==> config.mk <==
export PLATFORM = sky130hd
export DESIGN_NAME = text_clean_and_word_wrap
export DESIGN_NICKNAME = d
export VERILOG_FILES = /design/src/twcw_pkg.sv /design/src/twcw_window_ram.sv /design/src/text_clean_and_word_wrap.sv
export SDC_FILE = /design/constraint.sdc
export NUM_CORES = 1
export LEC_CHECK = 0
export BUFFER_PORTS_ARGS = -buffer_cell sky130_fd_sc_hd__buf_2
export CORE_ASPECT_RATIO = 1.5
export CORE_MARGIN = 8
export CORE_UTILIZATION = 45
export DETAILED_ROUTE_END_ITERATION = 7
export GPL_TIMING_DRIVEN = 0
export PLACE_DENSITY = 0.63
export SLEW_MARGIN = 5
export SYNTH_ARGS = -nofsm -noshare
export SYNTH_HDL_FRONTEND = slang
export SYNTH_HIERARCHICAL = 1
export SYNTH_SLANG_ARGS = --single-unit
==> constraint.sdc <==
create_clock -name clk_i -period 5.14 [get_ports clk_i]
set_input_delay 0.514 -clock clk_i [delete_from_list [all_inputs] [get_ports clk_i]]
set_output_delay 0.514 -clock clk_i [all_outputs]
set_load 0.005 [all_outputs]
==> src/twcw_pkg.sv <==
// shared types and constants of the text cleaner and word wrapper
`timescale 1ns / 1ps
`default_nettype none

package twcw_pkg;

  // one text byte
  typedef logic [7:0] char_t;

  // printable ascii range, the space being its lowest code
  localparam char_t SpaceChar     = 8'h20;
  localparam char_t LastPrintable = 8'h7E;

  // width of the line number and line count on the result port
  localparam int LineIdxW = 6;

  // sequencer states
  typedef enum logic [5:0] {
    S_IDLE = 6'b000001,
    S_NEXT = 6'b000010,
    S_PUSH = 6'b000100,
    S_RD   = 6'b001000,
    S_LD   = 6'b010000,
    S_DONE = 6'b100000
  } state_e;

endpackage

`default_nettype wire

==> src/twcw_window_ram.sv <==
// line window storage: one write port, one read port, registered read data
`timescale 1ns / 1ps
`default_nettype none

module twcw_window_ram #(
  parameter int Depth = 22,
  parameter int AddrW = 5
) (
  input  wire                   clk_i,
  input  wire                   we_i,
  input  wire [AddrW-1:0]       waddr_i,
  input  wire twcw_pkg::char_t  wdata_i,
  input  wire                   re_i,
  input  wire [AddrW-1:0]       raddr_i,
  output twcw_pkg::char_t       rdata_o
);
  import twcw_pkg::*;

  char_t mem_q [Depth];
  char_t rdata_q;

  // write port
  always_ff @(posedge clk_i) begin
    if (we_i) begin
      mem_q[waddr_i] <= wdata_i;
    end
  end

  // read port, registered read data
  always_ff @(posedge clk_i) begin
    if (re_i) begin
      rdata_q <= mem_q[raddr_i];
    end
  end

  assign rdata_o = rdata_q;

endmodule

`default_nettype wire

==> src/text_clean_and_word_wrap.sv <==
// text cleaner and greedy word wrapper, top level
//
// Input channel (in_valid_i / in_ready_o) takes one raw message byte per
// request with a last-byte flag. Printable bytes are kept, space runs
// collapse, a zero byte ends the text. Kept characters go into a circular
// line window held in a small synchronous RAM; when the window holds
// LINE_WIDTH+1 characters a line is cut at the last space (or hard) and its
// characters leave on the output channel (out_valid_o / out_ready_i), one
// request per character. After the last byte the remainder leaves as a final
// line, followed by a done marker carrying the line count.
// Items are taken one at a time: a byte is decoded, then written into the
// window with up to two writes (a pending space, then the character); each
// line character is read from the RAM and then loaded into the output
// register; the done marker is loaded into the output register directly.
// A stalled receiver holds the output register and stops the sequencer at
// its next output load; no input is taken until all results of the current
// byte have been loaded.
// Reset clears all control state; the window RAM needs no clearing, since
// only entries written for the current line are ever read.
`timescale 1ns / 1ps
`default_nettype none

module text_clean_and_word_wrap #(
  parameter int LINE_WIDTH      = 21,
  parameter int MAX_LINES       = 60,
  parameter int MAX_MESSAGE_LEN = 512
) (
  input  wire                      clk_i,
  input  wire                      rst_ni,
  input  wire                      in_valid_i,
  output logic                     in_ready_o,
  input  wire twcw_pkg::char_t     char_in_i,
  input  wire                      last_byte_i,
  output logic                     out_valid_o,
  input  wire                      out_ready_i,
  output twcw_pkg::char_t          out_char_o,
  output logic                     is_char_o,
  output logic                     line_end_o,
  output logic [twcw_pkg::LineIdxW-1:0] line_index_o,
  output logic                     message_done_o,
  output logic [twcw_pkg::LineIdxW-1:0] line_count_o
);
  import twcw_pkg::*;

  localparam int W   = LINE_WIDTH + 1;
  localparam int AW  = $clog2(W);
  localparam int PW  = $clog2(W + 1);
  localparam int KW  = $clog2(MAX_MESSAGE_LEN);
  localparam int LNW = $clog2(MAX_LINES + 1);

  // circular add of a window offset to a pointer
  function automatic logic [AW-1:0] wrap_add(logic [AW-1:0] base, logic [PW-1:0] off);
    logic [PW:0] sum;
    sum = (PW+1)'(base) + (PW+1)'(off);
    if (sum >= (PW+1)'(W)) begin
      sum = sum - (PW+1)'(W);
    end
    return sum[AW-1:0];
  endfunction

  // control and window state
  state_e          state_q, state_d;
  logic [AW-1:0]   head_q, head_d;
  logic [PW-1:0]   fill_q, fill_d;
  logic            sp_vld_q, sp_vld_d;
  logic [PW-1:0]   sp_pos_q, sp_pos_d;
  logic            pend_q, pend_d;
  logic [KW-1:0]   kept_q, kept_d;
  logic [LNW-1:0]  lines_q, lines_d;
  logic            ended_q, ended_d;

  // current request
  char_t           char_q, char_d;
  logic            last_q, last_d;
  logic            push_sp_q, push_sp_d;
  logic            do_char_q, do_char_d;

  // line emission
  logic [AW-1:0]   rd_ptr_q, rd_ptr_d;
  logic [PW-1:0]   n_q, n_d;
  logic [PW-1:0]   i_q, i_d;
  logic [LineIdxW-1:0] line_q, line_d;
  logic            flush_q, flush_d;

  // output register
  logic            out_valid_q;
  logic            out_load;
  logic            out_free;
  char_t           out_char_d;
  logic            is_char_d, line_end_d, message_done_d;
  logic [LineIdxW-1:0] line_index_d, line_count_d;

  // ram port signals
  logic            mem_we, mem_re;
  logic [AW-1:0]   mem_waddr;
  char_t           mem_wdata;
  char_t           mem_rdata;

  // push and break helpers
  logic            sp_hit, eff_vld, brk;
  logic [PW-1:0]   eff_pos, fill_inc, cut_len, drop_len, i_inc;

  twcw_window_ram #(
    .Depth (W),
    .AddrW (AW)
  ) u_window_ram (
    .clk_i   (clk_i),
    .we_i    (mem_we),
    .waddr_i (mem_waddr),
    .wdata_i (mem_wdata),
    .re_i    (mem_re),
    .raddr_i (rd_ptr_q),
    .rdata_o (mem_rdata)
  );

  assign out_free   = !out_valid_q || out_ready_i;
  assign in_ready_o = (state_q == S_IDLE);

  // break point of a full window
  always_comb begin
    mem_wdata = push_sp_q ? SpaceChar : char_q;
    mem_waddr = wrap_add(head_q, fill_q);
    fill_inc  = fill_q + PW'(1);
    sp_hit    = (mem_wdata == SpaceChar) && (fill_q != '0);
    eff_vld   = sp_hit || sp_vld_q;
    eff_pos   = sp_hit ? fill_q : sp_pos_q;
    brk       = (fill_inc == PW'(W));
    cut_len   = eff_vld ? eff_pos : PW'(LINE_WIDTH);
    drop_len  = eff_vld ? (eff_pos + PW'(1)) : PW'(LINE_WIDTH);
    i_inc     = i_q + PW'(1);
  end

  // sequencer
  always_comb begin
    state_d   = state_q;
    head_d    = head_q;
    fill_d    = fill_q;
    sp_vld_d  = sp_vld_q;
    sp_pos_d  = sp_pos_q;
    pend_d    = pend_q;
    kept_d    = kept_q;
    lines_d   = lines_q;
    ended_d   = ended_q;
    char_d    = char_q;
    last_d    = last_q;
    push_sp_d = push_sp_q;
    do_char_d = do_char_q;
    rd_ptr_d  = rd_ptr_q;
    n_d       = n_q;
    i_d       = i_q;
    line_d    = line_q;
    flush_d   = flush_q;
    mem_we    = 1'b0;
    mem_re    = 1'b0;
    out_load       = 1'b0;
    out_char_d     = mem_rdata;
    is_char_d      = 1'b1;
    line_end_d     = (i_inc == n_q);
    line_index_d   = line_q;
    message_done_d = 1'b0;
    line_count_d   = '0;

    unique case (state_q)
      // decode one request
      S_IDLE: begin
        if (in_valid_i) begin
          char_d    = char_in_i;
          last_d    = last_byte_i;
          push_sp_d = 1'b0;
          do_char_d = 1'b0;
          if (!ended_q && char_in_i == '0) begin
            ended_d = 1'b1;
          end else if (!ended_q && kept_q < KW'(MAX_MESSAGE_LEN - 1) &&
                       char_in_i >= SpaceChar && char_in_i <= LastPrintable) begin
            if (char_in_i == SpaceChar) begin
              if (!pend_q) begin
                pend_d = 1'b1;
                kept_d = kept_q + KW'(1);
              end
            end else begin
              kept_d    = kept_q + KW'(1);
              push_sp_d = pend_q;
              pend_d    = 1'b0;
              do_char_d = 1'b1;
            end
          end
          state_d = S_NEXT;
        end
      end

      // pick the next step of this request
      S_NEXT: begin
        if (push_sp_q || do_char_q) begin
          state_d = S_PUSH;
        end else if (last_q) begin
          if (fill_q != '0 && lines_q < LNW'(MAX_LINES)) begin
            rd_ptr_d = head_q;
            n_d      = fill_q;
            i_d      = '0;
            line_d   = LineIdxW'(lines_q);
            lines_d  = lines_q + LNW'(1);
            flush_d  = 1'b1;
            state_d  = S_RD;
          end else begin
            state_d = S_DONE;
          end
        end else begin
          state_d = S_IDLE;
        end
      end

      // write one character into the window, cut a line when full
      S_PUSH: begin
        mem_we = 1'b1;
        if (push_sp_q) begin
          push_sp_d = 1'b0;
        end else begin
          do_char_d = 1'b0;
        end
        if (brk) begin
          head_d   = wrap_add(head_q, drop_len);
          fill_d   = PW'(W) - drop_len;
          sp_vld_d = 1'b0;
          if (lines_q < LNW'(MAX_LINES)) begin
            rd_ptr_d = head_q;
            n_d      = cut_len;
            i_d      = '0;
            line_d   = LineIdxW'(lines_q);
            lines_d  = lines_q + LNW'(1);
            flush_d  = 1'b0;
            state_d  = S_RD;
          end else begin
            state_d = S_NEXT;
          end
        end else begin
          fill_d = fill_inc;
          if (sp_hit) begin
            sp_vld_d = 1'b1;
            sp_pos_d = fill_q;
          end
          state_d = S_NEXT;
        end
      end

      // read one line character
      S_RD: begin
        mem_re   = 1'b1;
        rd_ptr_d = wrap_add(rd_ptr_q, PW'(1));
        state_d  = S_LD;
      end

      // hand the character to the output register
      S_LD: begin
        if (out_free) begin
          out_load = 1'b1;
          i_d      = i_inc;
          if (i_inc == n_q) begin
            state_d = flush_q ? S_DONE : S_NEXT;
          end else begin
            state_d = S_RD;
          end
        end
      end

      // done marker, then back to the empty message state
      S_DONE: begin
        out_char_d     = '0;
        is_char_d      = 1'b0;
        line_end_d     = 1'b0;
        line_index_d   = '0;
        message_done_d = 1'b1;
        line_count_d   = LineIdxW'(lines_q);
        if (out_free) begin
          out_load = 1'b1;
          head_d   = '0;
          fill_d   = '0;
          sp_vld_d = 1'b0;
          pend_d   = 1'b0;
          kept_d   = '0;
          lines_d  = '0;
          ended_d  = 1'b0;
          last_d   = 1'b0;
          flush_d  = 1'b0;
          state_d  = S_IDLE;
        end
      end

      default: begin
        state_d = S_IDLE;
      end
    endcase
  end

  // control registers
  always_ff @(posedge clk_i or negedge rst_ni) begin
    if (!rst_ni) begin
      state_q   <= S_IDLE;
      head_q    <= '0;
      fill_q    <= '0;
      sp_vld_q  <= 1'b0;
      pend_q    <= 1'b0;
      kept_q    <= '0;
      lines_q   <= '0;
      ended_q   <= 1'b0;
      last_q    <= 1'b0;
      push_sp_q <= 1'b0;
      do_char_q <= 1'b0;
      rd_ptr_q  <= '0;
      n_q       <= '0;
      i_q       <= '0;
      flush_q   <= 1'b0;
    end else begin
      state_q   <= state_d;
      head_q    <= head_d;
      fill_q    <= fill_d;
      sp_vld_q  <= sp_vld_d;
      pend_q    <= pend_d;
      kept_q    <= kept_d;
      lines_q   <= lines_d;
      ended_q   <= ended_d;
      last_q    <= last_d;
      push_sp_q <= push_sp_d;
      do_char_q <= do_char_d;
      rd_ptr_q  <= rd_ptr_d;
      n_q       <= n_d;
      i_q       <= i_d;
      flush_q   <= flush_d;
    end
  end

  // payload registers
  always_ff @(posedge clk_i) begin
    char_q   <= char_d;
    sp_pos_q <= sp_pos_d;
    line_q   <= line_d;
  end

  // output valid
  always_ff @(posedge clk_i or negedge rst_ni) begin
    if (!rst_ni) begin
      out_valid_q <= 1'b0;
    end else if (out_load) begin
      out_valid_q <= 1'b1;
    end else if (out_ready_i) begin
      out_valid_q <= 1'b0;
    end
  end

  // output payload
  always_ff @(posedge clk_i) begin
    if (out_load) begin
      out_char_o     <= out_char_d;
      is_char_o      <= is_char_d;
      line_end_o     <= line_end_d;
      line_index_o   <= line_index_d;
      message_done_o <= message_done_d;
      line_count_o   <= line_count_d;
    end
  end

  assign out_valid_o = out_valid_q;

  // window never holds a full line plus one at rest
  a_fill_bound: assert property (@(posedge clk_i) disable iff (!rst_ni)
    fill_q <= PW'(LINE_WIDTH))
    else $error("line window overfilled");

  // tracked space lies inside the window, past its first character
  a_space_pos: assert property (@(posedge clk_i) disable iff (!rst_ni)
    sp_vld_q |-> (sp_pos_q != '0 && sp_pos_q < fill_q))
    else $error("tracked space outside window");

  // one request at a time
  a_one_req: assert property (@(posedge clk_i) disable iff (!rst_ni)
    (in_valid_i && in_ready_o) |=> !in_ready_o)
    else $error("request taken while busy");

  // kept count stays within the message limit
  a_kept_bound: assert property (@(posedge clk_i) disable iff (!rst_ni)
    kept_q <= KW'(MAX_MESSAGE_LEN - 1))
    else $error("kept count past limit");

endmodule

`default_nettype wire
# After elaboration in Yosys (flattened, before gate mapping)
# Memory sizes are Yosys's and may differ from the RTL's. A register that Yosys moved wholly into a read port is not among the register bits.
# Index checks and enable logic that the tools add are counted.
[classes]
add_sub_neg = 12
n_mul = 0
div = 0
magnitude_cmp = 7
eq_ne = 24
shift = 0
mux = 103
n_bitwise = 1
n_reduce_logical = 38
[ops]
columns = ["cell", "n"]
rows = [
  ["$mux W5", 25],
  ["$mux W6", 20],
  ["$mux W9", 6],
  ["$pmux W6 S6", 1],
  ["$mux W1", 34],
  ["$pmux W5 S2", 3],
  ["$pmux W5 S3", 2],
  ["$ne A2 B2 Y1 const B", 10],
  ["$ge A6 B5 Y1 const B", 3],
  ["$pmux W6 S3", 1],
  ["$pmux W9 S2", 1],
  ["$reduce_and A6 Y1", 3],
  ["$eq A8 B6 Y1 const B", 2],
  ["$add A5 B1 Y5 const B", 3],
  ["$reduce_and A3 Y1", 5],
  ["$sub A5 B5 Y5 const B", 3],
  ["$reduce_and A7 Y1", 2],
  ["$add A5 B5 Y6", 2],
  ["$pmux W1 S2", 6],
  ["$pmux W6 S2", 1],
  ["$reduce_bool A2 Y1", 5],
  ["$add A9 B1 Y9 const B", 1],
  ["$lt A9 B9 Y1 const B", 1],
  ["$reduce_bool A3 Y1", 3],
  ["29 further kinds", 42],
]
[word_totals]
regBits = 96
latch_bits = 0
ramBits = 176
romBits = 0
in_bits = 13
output_inout_bits = 25
n_memories = 1
[memory_table]
columns = ["memory", "depth", "width", "rd", "rd_clocked_by_memory_dff", "wr", "line", "rtl"]
rows = [
  ["u_window_ram.mem_q", 22, 8, 1, 1, 1, "twcw_window_ram.sv:19", "char_t mem_q [Depth];"],
]

# Depth between registers and ports, before layout
[depth]
word_depth = 11
mapped_depth = 20
ltp_nobuf = 19

# By module
# Netlist, hierarchy kept.
[by_module_without_submodules]
columns = ["mod", "instances", "cells_each", "area_each_um2"]
rows = [
  ["twcw_window_ram", 1, 344, 7140.6],
  ["text_clean_and_word_wrap", 1, 555, 5635.4],
]

# Worst setup path after synthesis
# Ideal clock, no wire load.
[synth_timing]
kind = "flip-flop to flip-flop"
startpoint = "register char_q[4]"
endpoint = "register head_q[3]"
t_arrival_ps = 3904
required_time_ps = 5013
setup_slack_ps = 1109
path_stages_with_launch = 19
path_buffers = 1
cell_sequence = "edfxtp_1 nor4b_4 a21oi_1 nor2_2 buf_6 mux2_2 ha_1 xnor2_1 a22oi_1 ha_1 a21oi_1 nor2_1 o211ai_1 o211ai_1 a221oi_2 nand2_2 nor4bb_1 a2111oi_2 o21ai_1"
[synth_via]
elab_chain_cells = 11
elab_cells_between_ends = 13
classes_between = "add/sub (3); order compare (1); eq/ne (1); mux (6); reduce/logical (2)"
[synth_rtl]
columns = ["element", "line", "rtl"]
rows = [
  ["start, declared", "text_clean_and_word_wrap.sv:73", "char_t char_q, char_d;"],
  ["start signal, assigned", "text_clean_and_word_wrap.sv:333", "char_q <= char_d;"],
  ["$mux W8 (*)", "text_clean_and_word_wrap.sv:121", "mem_wdata = push_sp_q ? SpaceChar : char_q;"],
  ["$eq A8 B6 Y1 (*)", "text_clean_and_word_wrap.sv:124", "sp_hit = (mem_wdata == SpaceChar) && (fill_q != '0);"],
  ["$logic_and A1 B1 Y1 (*)", "text_clean_and_word_wrap.sv:124", ""],
  ["$mux W5 (*)", "n/a", ""],
  ["via eff_pos[1]", "text_clean_and_word_wrap.sv:101", "logic [PW-1:0] eff_pos, fill_inc, cut_len, drop_len, i_inc;"],
  ["$add A5 B1 Y5 (*)", "text_clean_and_word_wrap.sv:129", "drop_len = eff_vld ? (eff_pos + PW'(1)) : PW'(LINE_WIDTH);"],
  ["$mux W5 (*)", "text_clean_and_word_wrap.sv:129", ""],
  ["$add A5 B5 Y6 (*)", "text_clean_and_word_wrap.sv:54", "sum = (PW+1)'(base) + (PW+1)'(off);"],
  ["$sub A5 B5 Y5 or $ge A6 B5 Y1 (tied branches)", "text_clean_and_word_wrap.sv:56, text_clean_and_word_wrap.sv:55", ""],
  ["$mux W5 (*)", "text_clean_and_word_wrap.sv:55", "if (sum >= (PW+1)'(W)) begin"],
  ["$mux W5 (*)", "text_clean_and_word_wrap.sv:220", "if (brk) begin"],
  ["$pmux W5 S2 (*)", "text_clean_and_word_wrap.sv:163", "unique case (state_q)"],
  ["end signal, assigned", "text_clean_and_word_wrap.sv:298", "head_q <= '0;"],
  ["end signal, assigned", "text_clean_and_word_wrap.sv:314", "head_q <= head_d;"],
  ["end, declared", "text_clean_and_word_wrap.sv:63", "logic [AW-1:0] head_q, head_d;"],
]
# Mark *: on every way through the listed nets, which the timed path passes. The rest lies on a longest branch. The select of a mux whose other input is x is not followed.
# A chain may end at the register's enable or synchronous reset.

# Final worst setup path
# Same ends and word-level chain as after synthesis.

==> reports/summary.txt <==
CTS Hold Buffers Added = 0
root buffer cell = clkbuf_16
Clock Skew = 11.6 ps
filler instances = 2407
met3 Track Usage GR = 0.0223
per-cell routed wire length = 20.9 µm
initial antenna violation count = 3
Synthesis Warnings = 6
Post-synth EDFFs = 226
top-count cell post-synth = edfxtp_1
Post-Synthesis Cells = 899
via count = 7520
final total negative setup slack = 0 ps
grt peak-use layer = met2
maximum vdd ir drop = 0.000386 V
worst path required time = 5540 ps
minimum clock period = 4720 ps
Worst-Margin Slew = 962 ps
synth cell count leaders = edfxtp_1, nor2_1, nand2_1
buffers added on ports = 37
Slew headroom = 0.356
Final period util = 0.919
RR Startpoint = char_q[4]$_DFFE_PP_
reg2reg end = head_q[3]$_DFFE_PN0P_
Fin. Hold Viols = 0
cell taking the most area after synthesis = edfxtp_1
HP Class = in2async
Die X = 154 µm
Mapped Area = 12800 µm²
Reg2Reg Depth = 18
detailed placement HPWL = 19.7 mm
first-pass GRT wire length = 43.2 mm
Setup CP Type = reg2reg
Residual DRC = 0
Arr. time, crit path = 5130 ps
drt pass-1 iters = 5
CTS tree = built
critical path launch point type = flip-flop
Chip Height = 222 µm
Synth area leaders = edfxtp_1, dfrtp_1, mux4_2
Rows = 75
DR iter-0 viols = 450
final net count = 1008
final setup fails = 0
post-cts resize count = 0
syn_area_per_cell = 14.2 µm²
Most used DFF post-synth = edfxtp_1
max-cap viol count = 0
synth-to-layout area growth = 12.7%
Num Clock Sinks = 280
Critical Path Fanout Max = 10
largest net degree at the start of global routing = 55
status = finished, final reports clean
CTS buffer count = 27
fin util = 0.515
FF-to-FF setup slack = 420 ps
leakage power = 5.30 nW
H-tree depth = 1
GP Congestion = 0.861
met1 Usage GRT = 0.180
initial core utilization = 0.457
number of synthesized register bits = 280
fraction of layout cells with a size suffix above 1 = 0.187
Core ar. = 28000 µm²
sequential area share after synthesis = 0.637
vias per inst = 5.62
fmax = 0.212 GHz
Synth top area share = 0.531
# IOs = 38
async set-reset flop share out of synthesis = 0.193
number of global-route vias before repair = 7724
antenna-violating nets left = 0
RSZ-0062 raised after global routing = no
nature of the critical path endpoint = flip-flop
pwr/cell area = 499 nW/µm²
post-synth cell types = 86
all-layer global routing usage = 0.162
clk slew on worst S/H paths = 60 ps
grt ovf = 0
# Post-CTS Setup Buffers = 0
CTS Buffer Depth = 3
Routed WL = 28.0 mm
Die ar. = 34100 µm²
Mapped Nets = 937
M2 GR Usage = 0.300
Slew Limit Fails = 0
clk_lat worst skew = 530 ps
-- final cells by class --
type                       instances  area [µm²]  area share
inverter                          21        86.3     0.00599
sequential                       280        8140       0.565
timing repair buffer              42         259      0.0180
clock buffer                      34         712      0.0494
buffer                            36         216      0.0150
antenna                            2        5.00    0.000348
multi-input combinational        562        4350       0.302
tap                              346         433      0.0301
clock inverter                    16         196      0.0136
-- sequential cells by signal, indices dropped and copies added, names as in the netlist, 8 cells and up --
register              cells
out_char_o                8
char_q                    8
u_window_ram/mem_q      176
u_window_ram/rdata_o      8
kept_q                    9
-- stage by stage --
| step | hold slack, ps | power, mW | setup WS, ps | area, µm² | cells |
|---|---|---|---|---|---|
| finish | 35.6 | 7.19 | 417 | 14400 | 1339 |
| global route | 83.8 | 7.55 | 102 | 14400 | 1339 |
| CTS | 60.8 | 7.26 | 392 | 14400 | 1337 |
| detailed placement | 477 | 5.22 | 412 | 13500 | 1287 |
| global placement | 466 | 5.16 | 494 | 13400 | 1282 |
| floorplan | 218 | 4.54 | 1110 | 12800 | 899 |
-- report_power, final --
part | switching, mW | internal, mW | leakage (nW)
clock network | 0.835 | 1.19 | 0.434
logic | 1.36 | 0.918 | 2.14
registers | 0.181 | 2.71 | 2.72
total | 2.38 | 4.82 | 5.30
-- worst max path at each step --
stage | slack (ps) | cells after the start | to | from
floorplan | 1110 | 18 | head_q[3]$_DFFE_PN0P_ | char_q[4]$_DFFE_PP_
global placement | 490 | 18 | head_q[3]$_DFFE_PN0P_ | char_q[4]$_DFFE_PP_
detailed placement | 410 | 18 | head_q[3]$_DFFE_PN0P_ | char_q[4]$_DFFE_PP_
CTS | 390 | 18 | head_q[3]$_DFFE_PN0P_ | char_q[4]$_DFFE_PP_
global route | 100 | 18 | head_q[3]$_DFFE_PN0P_ | char_q[4]$_DFFE_PP_
finish | 420 | 18 | head_q[3]$_DFFE_PN0P_ | char_q[4]$_DFFE_PP_
-- critical path, stage by stage (launching register included) --
cell,delay [ps]
edfxtp_1,420
nor4b_4,430
a21oi_1,210
nor2_2,190
buf_6,160
mux2_2,370
ha_1,280
xnor2_1,150
a22oi_1,360
ha_1,330
a21oi_1,310
nor2_1,110
o211ai_1,200
o211ai_1,120
a221oi_2,270
nand2_2,160
nor4bb_1,190
a2111oi_2,260
o21ai_1,90
-- layout by cell type, fill, tap and decap left out, drive strengths merged, types with 12 or more instances in the layout --
cell type	n
a211oi	12
a21oi	31
and2	25
and3	12
buf	62
clkbuf	50
dfrtp	53
edfxtp	226
ha	23
inv	21
mux2i	37
mux4	32
nand2	58
nand3	27
nor2	74
nor2b	12
o21ai	39
o22ai	14
xnor2	16
xor2	20
-- cells by family after synthesis --
kind of cell,Yosys count,share of synthesized area
buffers and inverters,57,0.0237
and+or+nand+nor,272,0.116
adders and majority gates,25,0.0257
xor gates and xnor gates,36,0.0253
muxes,74,0.0901
AOI/OAI and AO/OA,155,0.0827
DFF,280,0.637
-- per-layer routing --
metal	wire length, µm	part of all wire
met3	1010	0.036
met5	0	0
met2	15000	0.54
met4	1130	0.040
met1	10900	0.39
Note: power is estimated with default switching activity, not from simulation.
